**src/design/bcd_countdown_timer_with_alarm_top_defines.svh**
```systemverilog
// Assertion macros for the BCD countdown timer block.
// Included by the top level; no other dependencies.
`ifndef BCD_COUNTDOWN_TIMER_WITH_ALARM_TOP_DEFINES_SVH
`define BCD_COUNTDOWN_TIMER_WITH_ALARM_TOP_DEFINES_SVH

`ifndef SYNTHESIS

// Check that a condition holds at every clock edge out of reset
`define BCDT_ASSERT_ALWAYS(lbl, clk, rst, expr) \
   lbl: assert property (@(posedge clk) disable iff (rst) (expr)) \
      else $error("bcdt assertion failed");

// Check that a condition implies another in the next cycle
`define BCDT_ASSERT_NEXT(lbl, clk, rst, ante, cons) \
   lbl: assert property (@(posedge clk) disable iff (rst) (ante) |=> (cons)) \
      else $error("bcdt assertion failed");

`else

`define BCDT_ASSERT_ALWAYS(lbl, clk, rst, expr)
`define BCDT_ASSERT_NEXT(lbl, clk, rst, ante, cons)

`endif

`endif

```
**src/design/bcdt_pkg.sv**
```systemverilog
// Shared types, codes and helpers for the BCD countdown timer.
// No dependencies; used by the channel interfaces and the top level.
package bcdt_pkg;

   // Field widths
   localparam int OPCODE_W    = 2;
   localparam int SECONDS_W   = 13;
   localparam int DIGIT_W     = 4;
   localparam int SEC_TENS_W  = 3;
   localparam int BLINK_W     = 4;
   localparam int STEP_W      = 5;
   localparam int MINUTES_W   = 7;
   localparam int REMAIN_W    = 6;

   // Configuration port
   localparam int CSR_ADDR_W  = 2;
   localparam int CSR_DATA_W  = 32;
   localparam logic [CSR_ADDR_W-1:0] CSR_BLINK_ADDR = 2'd0;
   localparam logic [BLINK_W-1:0]    BLINK_RESET    = 4'd3;

   // Opcodes
   localparam logic [OPCODE_W-1:0] OP_START = 2'd0;
   localparam logic [OPCODE_W-1:0] OP_TICK  = 2'd1;
   localparam logic [OPCODE_W-1:0] OP_STOP  = 2'd2;

   // Start-time conversion: clamp, then divide by 60 through a reciprocal
   localparam logic [SECONDS_W-1:0] MAX_SECONDS = 13'd5999;
   localparam int RECIP_SHIFT = 20;
   localparam int RECIP_W     = 15;
   localparam logic [RECIP_W-1:0] RECIP_60 = 15'd17477;  // ceil(2^20 / 60)
   localparam int PROD_W      = SECONDS_W + RECIP_W;

   // Digit reload values on borrow
   localparam logic [DIGIT_W-1:0]    DIGIT_MAX    = 4'd9;
   localparam logic [SEC_TENS_W-1:0] SEC_TENS_MAX = 3'd5;

   typedef enum logic [1:0] {
      PH_IDLE  = 2'd0,
      PH_COUNT = 2'd1,
      PH_ALARM = 2'd2
   } phase_type;

   typedef struct packed {
      logic [DIGIT_W-1:0]    min_tens;
      logic [DIGIT_W-1:0]    min_units;
      logic [SEC_TENS_W-1:0] sec_tens;
      logic [DIGIT_W-1:0]    sec_units;
   } time_type;

   typedef struct packed {
      logic [DIGIT_W-1:0] tens;
      logic [DIGIT_W-1:0] units;
   } bcd_pair_type;

   typedef struct packed {
      logic [DIGIT_W-1:0]    minutes_tens;
      logic [DIGIT_W-1:0]    minutes_units;
      logic [SEC_TENS_W-1:0] seconds_tens;
      logic [DIGIT_W-1:0]    seconds_units;
      logic                  show_end;
      logic                  lamps_on;
      logic                  buzzer_on;
      logic                  busy_res;
   } result_type;

   // Split a value below 100 into two BCD digits; tens = (v * 205) >> 11
   function automatic bcd_pair_type bcd_split(input logic [MINUTES_W-1:0] v);
      logic [14:0]          prod;
      logic [MINUTES_W-1:0] tens_x10;
      logic [MINUTES_W-1:0] units_wide;
      bcd_pair_type         pair;
      prod       = 15'(v) * 15'd205;
      pair.tens  = prod[14:11];
      tens_x10   = {pair.tens[3:0], 3'b000} - 7'd0 + {2'b00, pair.tens, 1'b0};
      units_wide = v - tens_x10;
      pair.units = units_wide[DIGIT_W-1:0];
      return pair;
   endfunction

endpackage

```
**src/design/bcdt_req_if.sv**
```systemverilog
// Input channel of the BCD countdown timer: valid/ready with opcode and start time.
// Depends on bcdt_pkg for field widths.
interface bcdt_req_if;
   import bcdt_pkg::*;

   logic                  valid;
   logic                  ready;
   logic [OPCODE_W-1:0]   opcode;
   logic [SECONDS_W-1:0]  start_seconds;

   modport source (output valid, output opcode, output start_seconds, input ready);
   modport sink   (input valid, input opcode, input start_seconds, output ready);
endinterface

```
**src/design/bcdt_rsp_if.sv**
```systemverilog
// Result channel of the BCD countdown timer: valid/ready with display and lamp state.
// Depends on bcdt_pkg for field widths.
interface bcdt_rsp_if;
   import bcdt_pkg::*;

   logic                   valid;
   logic                   ready;
   logic [DIGIT_W-1:0]     minutes_tens;
   logic [DIGIT_W-1:0]     minutes_units;
   logic [SEC_TENS_W-1:0]  seconds_tens;
   logic [DIGIT_W-1:0]     seconds_units;
   logic                   show_end;
   logic                   lamps_on;
   logic                   buzzer_on;
   logic                   busy_res;

   modport source (output valid, output minutes_tens, output minutes_units,
                   output seconds_tens, output seconds_units, output show_end,
                   output lamps_on, output buzzer_on, output busy_res, input ready);
   modport sink   (input valid, input minutes_tens, input minutes_units,
                   input seconds_tens, input seconds_units, input show_end,
                   input lamps_on, input buzzer_on, input busy_res, output ready);
endinterface

```
**src/design/bcd_countdown_timer_with_alarm_top.sv**
```systemverilog
// BCD countdown timer (MM:SS) with alarm. Every accepted item gives exactly one
// result item, the display and lamp state after that item, offered on the result
// channel by the result register; one item is taken per cycle while results are
// read. The logic in front of the input register clamps the start time and splits
// it into minutes and seconds with a reciprocal multiply; the second stage updates
// the phase, digits and blink step and loads the result register. The result
// register parts the channels, so a stalled result only holds the input stage, and
// an item is taken whenever that stage is free or moving on in the same cycle.
// blink_count sits at CSR byte address 0 (reset 3); pready is always high.
// Depends on bcdt_pkg, bcdt_req_if, bcdt_rsp_if and the defines header.
`include "bcd_countdown_timer_with_alarm_top_defines.svh"

module bcd_countdown_timer_with_alarm_top (
   input  logic                            clock,
   input  logic                            reset,
   bcdt_req_if.sink                        req_bus,
   bcdt_rsp_if.source                      rsp_bus,
   input  logic                            csr_psel,
   input  logic                            csr_penable,
   input  logic                            csr_pwrite,
   input  logic [bcdt_pkg::CSR_ADDR_W-1:0] csr_paddr,
   input  logic [bcdt_pkg::CSR_DATA_W-1:0] csr_pwdata,
   output logic [bcdt_pkg::CSR_DATA_W-1:0] csr_prdata,
   output logic                            csr_pready
);
   import bcdt_pkg::*;

   logic [BLINK_W-1:0]     blink_ff;
   logic                   csr_write;

   logic                   s1_valid_ff;
   logic [OPCODE_W-1:0]    s1_op_ff;
   logic [MINUTES_W-1:0]   s1_min_ff;
   logic [REMAIN_W-1:0]    s1_rem_ff;

   logic [SECONDS_W-1:0]   secs_clamp;
   logic [PROD_W-1:0]      recip_prod;
   logic [MINUTES_W-1:0]   minutes;
   logic [SECONDS_W-1:0]   min_x60;
   logic [SECONDS_W-1:0]   rem_wide;

   logic                   req_take;
   logic                   advance;

   phase_type              phase_ff, phase_in;
   time_type               digits_ff, digits_in;
   logic [STEP_W-1:0]      step_ff, step_in;
   logic [STEP_W:0]        step_next;
   bcd_pair_type           min_pair, sec_pair;

   logic                   rsp_valid_ff, rsp_valid_in;
   result_type             rsp_ff, result_in;

   // Configuration port: one register, writes complete in the access cycle
   assign csr_pready = 1'b1;
   assign csr_write  = csr_psel && csr_penable && csr_pwrite && csr_pready
                       && (csr_paddr == CSR_BLINK_ADDR);
   assign csr_prdata = (csr_paddr == CSR_BLINK_ADDR)
                       ? {{(CSR_DATA_W-BLINK_W){1'b0}}, blink_ff} : '0;

   always_ff @(posedge clock) begin
      if (reset) begin
         blink_ff <= BLINK_RESET;
      end else if (csr_write) begin
         blink_ff <= csr_pwdata[BLINK_W-1:0];
      end
   end

   // Handshake: the input stage moves on when the result register is free or being read
   assign advance       = s1_valid_ff && (!rsp_valid_ff || rsp_bus.ready);
   assign req_bus.ready = !s1_valid_ff || advance;
   assign req_take      = req_bus.valid && req_bus.ready;

   // Clamp the start time and split it into minutes and remaining seconds
   assign secs_clamp = (req_bus.start_seconds > MAX_SECONDS)
                       ? MAX_SECONDS : req_bus.start_seconds;
   assign recip_prod = PROD_W'(secs_clamp) * PROD_W'(RECIP_60);
   assign minutes    = recip_prod[RECIP_SHIFT +: MINUTES_W];
   assign min_x60    = {minutes, 6'b000000} - {4'b0000, minutes, 2'b00};
   assign rem_wide   = secs_clamp - min_x60;

   always_ff @(posedge clock) begin
      if (reset) begin
         s1_valid_ff <= 1'b0;
      end else if (req_take) begin
         s1_valid_ff <= 1'b1;
      end else if (advance) begin
         s1_valid_ff <= 1'b0;
      end
   end

   always_ff @(posedge clock) begin
      if (req_take) begin
         s1_op_ff  <= req_bus.opcode;
         s1_min_ff <= minutes;
         s1_rem_ff <= rem_wide[REMAIN_W-1:0];
      end
   end

   // Split minutes and seconds into BCD digits
   assign min_pair = bcd_split(s1_min_ff);
   assign sec_pair = bcd_split({1'b0, s1_rem_ff});

   // State register
   always_ff @(posedge clock) begin
      if (reset) begin
         phase_ff  <= PH_IDLE;
         digits_ff <= '0;
         step_ff   <= '0;
      end else begin
         phase_ff  <= phase_in;
         digits_ff <= digits_in;
         step_ff   <= step_in;
      end
   end

   // Next state: start, tick or stop applied to the current phase
   always_comb begin
      phase_in  = phase_ff;
      digits_in = digits_ff;
      step_in   = step_ff;
      step_next = {1'b0, step_ff} + 6'd1;
      if (advance) begin
         unique case (s1_op_ff)
            OP_START: begin
               phase_in            = PH_COUNT;
               digits_in.min_tens  = min_pair.tens;
               digits_in.min_units = min_pair.units;
               digits_in.sec_tens  = sec_pair.tens[SEC_TENS_W-1:0];
               digits_in.sec_units = sec_pair.units;
               step_in             = '0;
            end
            OP_TICK: begin
               unique case (phase_ff)
                  PH_COUNT: begin
                     // Count down with borrow; a tick at 00:00 ends the count
                     priority if (digits_ff.sec_units != '0) begin
                        digits_in.sec_units = digits_ff.sec_units - 4'd1;
                     end else if (digits_ff.sec_tens != '0) begin
                        digits_in.sec_tens  = digits_ff.sec_tens - 3'd1;
                        digits_in.sec_units = DIGIT_MAX;
                     end else if (digits_ff.min_units != '0) begin
                        digits_in.min_units = digits_ff.min_units - 4'd1;
                        digits_in.sec_tens  = SEC_TENS_MAX;
                        digits_in.sec_units = DIGIT_MAX;
                     end else if (digits_ff.min_tens != '0) begin
                        digits_in.min_tens  = digits_ff.min_tens - 4'd1;
                        digits_in.min_units = DIGIT_MAX;
                        digits_in.sec_tens  = SEC_TENS_MAX;
                        digits_in.sec_units = DIGIT_MAX;
                     end else begin
                        digits_in = '0;
                        step_in   = '0;
                        phase_in  = (blink_ff == '0) ? PH_IDLE : PH_ALARM;
                     end
                  end
                  PH_ALARM: begin
                     // Advance the blink step; drop to idle when all blinks are done
                     if (step_next >= {1'b0, blink_ff, 1'b0}) begin
                        phase_in  = PH_IDLE;
                        digits_in = '0;
                        step_in   = '0;
                     end else begin
                        step_in = step_next[STEP_W-1:0];
                     end
                  end
                  default: begin
                     phase_in = PH_IDLE;
                  end
               endcase
            end
            OP_STOP: begin
               phase_in  = PH_IDLE;
               digits_in = '0;
               step_in   = '0;
            end
            default: begin
            end
         endcase
      end
   end

   // Result from the state after the item
   always_comb begin
      result_in               = '0;
      if (phase_in == PH_COUNT) begin
         result_in.minutes_tens  = digits_in.min_tens;
         result_in.minutes_units = digits_in.min_units;
         result_in.seconds_tens  = digits_in.sec_tens;
         result_in.seconds_units = digits_in.sec_units;
         result_in.lamps_on      = 1'b1;
         result_in.busy_res      = 1'b1;
      end else if (phase_in == PH_ALARM) begin
         result_in.show_end      = 1'b1;
         result_in.buzzer_on     = 1'b1;
         result_in.lamps_on      = step_in[0];
         result_in.busy_res      = 1'b1;
      end
   end

   // Result register
   assign rsp_valid_in = advance || (rsp_valid_ff && !rsp_bus.ready);

   always_ff @(posedge clock) begin
      if (reset) begin
         rsp_valid_ff <= 1'b0;
      end else begin
         rsp_valid_ff <= rsp_valid_in;
      end
   end

   always_ff @(posedge clock) begin
      if (advance) begin
         rsp_ff <= result_in;
      end
   end

   assign rsp_bus.valid         = rsp_valid_ff;
   assign rsp_bus.minutes_tens  = rsp_ff.minutes_tens;
   assign rsp_bus.minutes_units = rsp_ff.minutes_units;
   assign rsp_bus.seconds_tens  = rsp_ff.seconds_tens;
   assign rsp_bus.seconds_units = rsp_ff.seconds_units;
   assign rsp_bus.show_end      = rsp_ff.show_end;
   assign rsp_bus.lamps_on      = rsp_ff.lamps_on;
   assign rsp_bus.buzzer_on     = rsp_ff.buzzer_on;
   assign rsp_bus.busy_res      = rsp_ff.busy_res;

   // Displayed digits stay in BCD range
   `BCDT_ASSERT_ALWAYS(a_digit_range, clock, reset, !rsp_valid_ff || (rsp_ff.seconds_tens <= SEC_TENS_MAX && rsp_ff.seconds_units <= DIGIT_MAX && rsp_ff.minutes_units <= DIGIT_MAX && rsp_ff.minutes_tens <= DIGIT_MAX))
   // The alarm display blanks the outer digits, sounds the buzzer and reports busy
   `BCDT_ASSERT_ALWAYS(a_alarm_outputs, clock, reset, !rsp_valid_ff || !rsp_ff.show_end || (rsp_ff.buzzer_on && rsp_ff.busy_res && rsp_ff.minutes_tens == '0 && rsp_ff.seconds_units == '0))
   // A stop item always reports idle
   `BCDT_ASSERT_NEXT(a_stop_idle, clock, reset, advance && s1_op_ff == OP_STOP, rsp_valid_ff && !rsp_ff.busy_res && phase_ff == PH_IDLE)
   // An empty input stage never refuses an item
   `BCDT_ASSERT_ALWAYS(a_ready_when_empty, clock, reset, s1_valid_ff || req_bus.ready)

endmodule
```
**src/flat_wrapper.sv**
```systemverilog
// flat-port wrapper written by rule: the top's interface ports become plain ports
module bcd_countdown_timer_with_alarm_top_flat import bcdt_pkg::*;
  (clock, reset, csr_psel, csr_penable, csr_pwrite, csr_paddr, csr_pwdata, csr_prdata, csr_pready, req_bus_valid, req_bus_opcode, req_bus_start_seconds, req_bus_ready, rsp_bus_valid, rsp_bus_minutes_tens, rsp_bus_minutes_units, rsp_bus_seconds_tens, rsp_bus_seconds_units, rsp_bus_show_end, rsp_bus_lamps_on, rsp_bus_buzzer_on, rsp_bus_busy_res, rsp_bus_ready);
  bcdt_req_if req_bus_i ();
  bcdt_rsp_if rsp_bus_i ();
  input  logic clock;
  input  logic reset;
  input  logic csr_psel;
  input  logic csr_penable;
  input  logic csr_pwrite;
  input  logic [bcdt_pkg::CSR_ADDR_W-1:0] csr_paddr;
  input  logic [bcdt_pkg::CSR_DATA_W-1:0] csr_pwdata;
  output logic [bcdt_pkg::CSR_DATA_W-1:0] csr_prdata;
  output logic csr_pready;
  input wire logic [$bits(req_bus_i.valid)-1:0] req_bus_valid;
  input wire logic [$bits(req_bus_i.opcode)-1:0] req_bus_opcode;
  input wire logic [$bits(req_bus_i.start_seconds)-1:0] req_bus_start_seconds;
  output wire logic [$bits(req_bus_i.ready)-1:0] req_bus_ready;
  output wire logic [$bits(rsp_bus_i.valid)-1:0] rsp_bus_valid;
  output wire logic [$bits(rsp_bus_i.minutes_tens)-1:0] rsp_bus_minutes_tens;
  output wire logic [$bits(rsp_bus_i.minutes_units)-1:0] rsp_bus_minutes_units;
  output wire logic [$bits(rsp_bus_i.seconds_tens)-1:0] rsp_bus_seconds_tens;
  output wire logic [$bits(rsp_bus_i.seconds_units)-1:0] rsp_bus_seconds_units;
  output wire logic [$bits(rsp_bus_i.show_end)-1:0] rsp_bus_show_end;
  output wire logic [$bits(rsp_bus_i.lamps_on)-1:0] rsp_bus_lamps_on;
  output wire logic [$bits(rsp_bus_i.buzzer_on)-1:0] rsp_bus_buzzer_on;
  output wire logic [$bits(rsp_bus_i.busy_res)-1:0] rsp_bus_busy_res;
  input wire logic [$bits(rsp_bus_i.ready)-1:0] rsp_bus_ready;
  assign req_bus_i.valid = req_bus_valid;
  assign req_bus_i.opcode = req_bus_opcode;
  assign req_bus_i.start_seconds = req_bus_start_seconds;
  assign req_bus_ready = req_bus_i.ready;
  assign rsp_bus_valid = rsp_bus_i.valid;
  assign rsp_bus_minutes_tens = rsp_bus_i.minutes_tens;
  assign rsp_bus_minutes_units = rsp_bus_i.minutes_units;
  assign rsp_bus_seconds_tens = rsp_bus_i.seconds_tens;
  assign rsp_bus_seconds_units = rsp_bus_i.seconds_units;
  assign rsp_bus_show_end = rsp_bus_i.show_end;
  assign rsp_bus_lamps_on = rsp_bus_i.lamps_on;
  assign rsp_bus_buzzer_on = rsp_bus_i.buzzer_on;
  assign rsp_bus_busy_res = rsp_bus_i.busy_res;
  assign rsp_bus_i.ready = rsp_bus_ready;
  bcd_countdown_timer_with_alarm_top u_core (.clock(clock), .reset(reset), .req_bus(req_bus_i), .rsp_bus(rsp_bus_i), .csr_psel(csr_psel), .csr_penable(csr_penable), .csr_pwrite(csr_pwrite), .csr_paddr(csr_paddr), .csr_pwdata(csr_pwdata), .csr_prdata(csr_prdata), .csr_pready(csr_pready));
endmodule
```
**config.mk**
```make
export PLATFORM = sky130hd
export DESIGN_NAME = bcd_countdown_timer_with_alarm_top_flat
export DESIGN_NICKNAME = d
export VERILOG_FILES = /design/src/design/bcdt_pkg.sv /design/src/design/bcdt_req_if.sv /design/src/design/bcdt_rsp_if.sv /design/src/design/bcd_countdown_timer_with_alarm_top.sv /design/src/flat_wrapper.sv
export VERILOG_INCLUDE_DIRS = /design/src /design/src/design
export SDC_FILE = /design/constraint.sdc
export NUM_CORES = 1
export LEC_CHECK = 0
export ABC_CLOCK_PERIOD_IN_PS = 7890
export BUFFER_PORTS_ARGS = -buffer_cell sky130_fd_sc_hd__buf_2
export CAP_MARGIN = 20
export CELL_PAD_IN_SITES_DETAIL_PLACEMENT = 1
export CELL_PAD_IN_SITES_GLOBAL_PLACEMENT = 1
export CORE_ASPECT_RATIO = 0.9
export CORE_MARGIN = 2
export CORE_UTILIZATION = 40
export DETAILED_ROUTE_END_ITERATION = 12
export PLACE_DENSITY = 0.85
export SETUP_SLACK_MARGIN = 0.5
export SKIP_LAST_GASP = 1
export SYNTH_ARGS = -nofsm -noshare
export SYNTH_HDL_FRONTEND = slang
export SYNTH_SLANG_ARGS = --single-unit
```
**constraint.sdc**
```tcl
create_clock -name clock -period 7.89 [get_ports clock]
set_clock_uncertainty 0.2 [all_clocks]
set_input_delay 1.1835 -clock clock [delete_from_list [all_inputs] [get_ports clock]]
set_output_delay 1.1835 -clock clock [all_outputs]
set_load 0.05 [all_outputs]
```
==> metrics <==
Switching Share=0.487; Fin Hold WS=278 ps; Pleak=3.78 nW; die width=144 um; cell area power density=388 nW/um2; H-tree level count=3; CTS tree=built; Least-Margin Pin Slew=1090 ps; Post-synth top flop=edfxtp_1; Multi-input gate area=4880 um2; Switch Pwr=1.46 mW; relative slew slack=0.266; Critical Path Fanout Max=4; Setup TNS Final=0 ps; fill cell instance count of the final layout=2011; combinational share of power=0.712; Crit-path slowest cell=fa_1; Slew Viols, Final=0; gr ovfl total=0; routed vias=5746; number of hold buffers added after cts=0; max incr delay on CP=490 ps; first-pass GRT wire length=30300 um; CP Capture Type=flip-flop; Core ar.=17100 um2; crit path DAT=6810 ps; Flop pwr share=0.153; Layout Utilization=0.453; Synth Instances=769; die height=130 um; WL/cell=17.6 um; synth cell count leaders=ha_1, inv_1, nor2_1; Max Root-Sink Buffers=2; CP Cell Sequence=buf_2 > a31oi_1 > nor2_1 > o21ai_0 > nand2b_1 > ha_1 > inv_1 > fa_1 > inv_1 > fa_1 > fa_1 > ha_1 > nand2_1 > nor3_1 > nand2b_1 > o221ai_2 > nand2_1 > xnor2_1 > ha_1 > a21o_1 > a21oi_1 > xnor2_1 > xnor2_1; crit share post-route=0.878; CP startpoint kind=primary input; fin crit period=6930 ps; Post-CTS Setup Bufs=0; syn avg cell area=9.14 um2; Post-synth ARST share=0; synthesis-to-layout area growth=10.0%; Reg area=1550 um2; Peak VDD IR=0.164 mV; fraction of layout cells with a size suffix above 1=0.107; Root Buffer=clkbuf_16; # IOs=110; Hold Vio Cnt, Final=0; antenna violations before repair=0; top post-synthesis cells by area=ha_1, edfxtp_1, fa_1; num rows=45; largest net degree at the start of global routing=29; DIE AREA=18600 um2; PnR worst setup slack=961 ps; GR Util All Layers=0.208; clock-pin slew on the worst setup and hold paths=50 ps; Setup CP Type=primary input to flip-flop; Routed Wire Length=18600 um; Clk pwr share=0.134; gpl congestion=0.852; Initial Util=0.412; worst slack, placed=678 ps; Max Fclk=144 MHz; vias in the first global route=5971; sequential-to-total area share from yosys stat=0.221; nets=1048; status=completed; Ant. Diodes=0; # DRC=0; Clk Latency, worst-skew pair=340 ps; antenna violation net count after detailed routing=0; Data required, critical path=7770 ps; initial DRC count=309; cell taking the most area after synthesis=ha_1; Detail Placement HPWL=14800 um; post-cts gate resize count=0; DR pass1 iterations=5; number of flops mapped to enable cells by yosys=33; library cells used by synthesis=69; family with the most delay on the worst path=adder cells; Synth top area share=0.253; post-route insts no fill=1058; min-delay worst type=flip-flop to flip-flop; placed cells=1042; Buffers & Inverters on Critical Path=3; warnings from Yosys=0; Mapped Area=7030 um2; Max Cap Viol=0; Setup Viol. Count Final=0; Internal=1.54 mW; cts bufs inserted=9; most frequent cell after synthesis=ha_1; synthesized flop and latch total=61; unrepaired setup endpoints after global routing=no; routed vias/inst=5.43; Port Buf Inserts=52; clk sinks=61
## sequential cells by signal, summed over array words and instances, names as in the netlist, 2 cells and up
register and flops:
u_core.s1_rem_ff 6, u_core.phase_ff 2, u_core.s1_min_ff 7, u_core.rsp_bus.seconds_tens 3
u_core.digits_ff 15, u_core.rsp_bus.seconds_units 4, u_core.step_ff 5, u_core.blink_ff 4
u_core.rsp_bus.minutes_tens 4, u_core.s1_op_ff 2, u_core.rsp_bus.minutes_units 4
## metal layers
layer	global-route usage	wire [um]	vias to the layer above	part of all wire
li1	-	-	2749	-
met1	0.263	8170	2845	0.44
met2	0.374	9450	125	0.51
met3	0.0308	650	27	0.035
met4	0.0519	383	0	0.021
met5	0	0	-	0
## power by group through the flow
stage          Sequential [mW]  Clock, mW  Combinational (mW)
2_1_floorplan            0.456          0                1.56
3_3_place_gp             0.461          0                1.94
3_5_place_dp             0.464          0                2.08
4_1_cts                  0.460      0.407                2.15
5_1_grt                  0.467      0.422                2.42
6_report                 0.460      0.403                2.14
## kinds of logic after synthesis
group | synth area share
xor gates and xnor gates | 0.0361
adders and majority gates | 0.344
other | 0.00107
AOI/OAI and AO/OA | 0.159
DFF | 0.221
muxes | 0.00570
buffers and inverters | 0.0997
and+or+nand+nor | 0.134
## path summary, 6_finish.rpt
| path | slack [ps] | endpoint | start | depth (start not counted) |
|---|---|---|---|---|
| setup reg to reg | 2840 | u_core.rsp_bus.minutes_units[3] | u_core.s1_min_ff[1] | 15 |
| hold reg to reg | 280 | u_core.step_ff[1] | u_core.step_ff[1] | 2 |
| hold / removal | 280 | u_core.step_ff[1] | u_core.step_ff[1] | 2 |
| setup / recovery | 960 | u_core.s1_rem_ff[5] | req_bus_start_seconds[5] | 23 |
## final cells by class
cell class / instances / share of cell area
Sequential cell: 61 / 0.201
Clock buffer: 12 / 0.0333
Tap cell: 235 / 0.0380
Clock inverter: 4 / 0.00599
Multi-Input combinational cell: 580 / 0.631
Inverter: 111 / 0.0540
Timing Repair Buffer: 55 / 0.0366
## worst min-delay path: cells and delay by family (launching register included)
family           cells  cell delay [ps]
flip-flops           1              320
AND/OR/NAND/NOR      1               60
AO/OA/AOI/OAI        1               50
## placed cells by master, fill, tap and decap left out, types with 6 or more instances in the layout
cell	instances
nand4_1	7
inv_1	110
fa_1	32
a211oi_1	9
o31ai_1	6
nor3_1	13
a31oi_1	9
o21ai_0	33
a21o_1	11
a21oi_1	39
ha_1	142
xnor2_1	15
buf_2	52
conb_1	29
o21a_1	8
nor2_1	45
nand2_1	41
dfxtp_1	28
clkbuf_16	10
nor4_1	6
xor2_1	14
nor2b_1	11
nand2b_1	13
edfxtp_1	33
nand3_1	17
## stage by stage
step / area, um2 / power (mW)
after floorplan: 7130 / 2.02
after global placement: 7420 / 2.40
after detailed placement: 7420 / 2.55
after CTS: 7730 / 3.02
after global routing: 7730 / 3.31
final: 7730 / 3.00
Note: power is estimated with default switching activity, not from simulation.
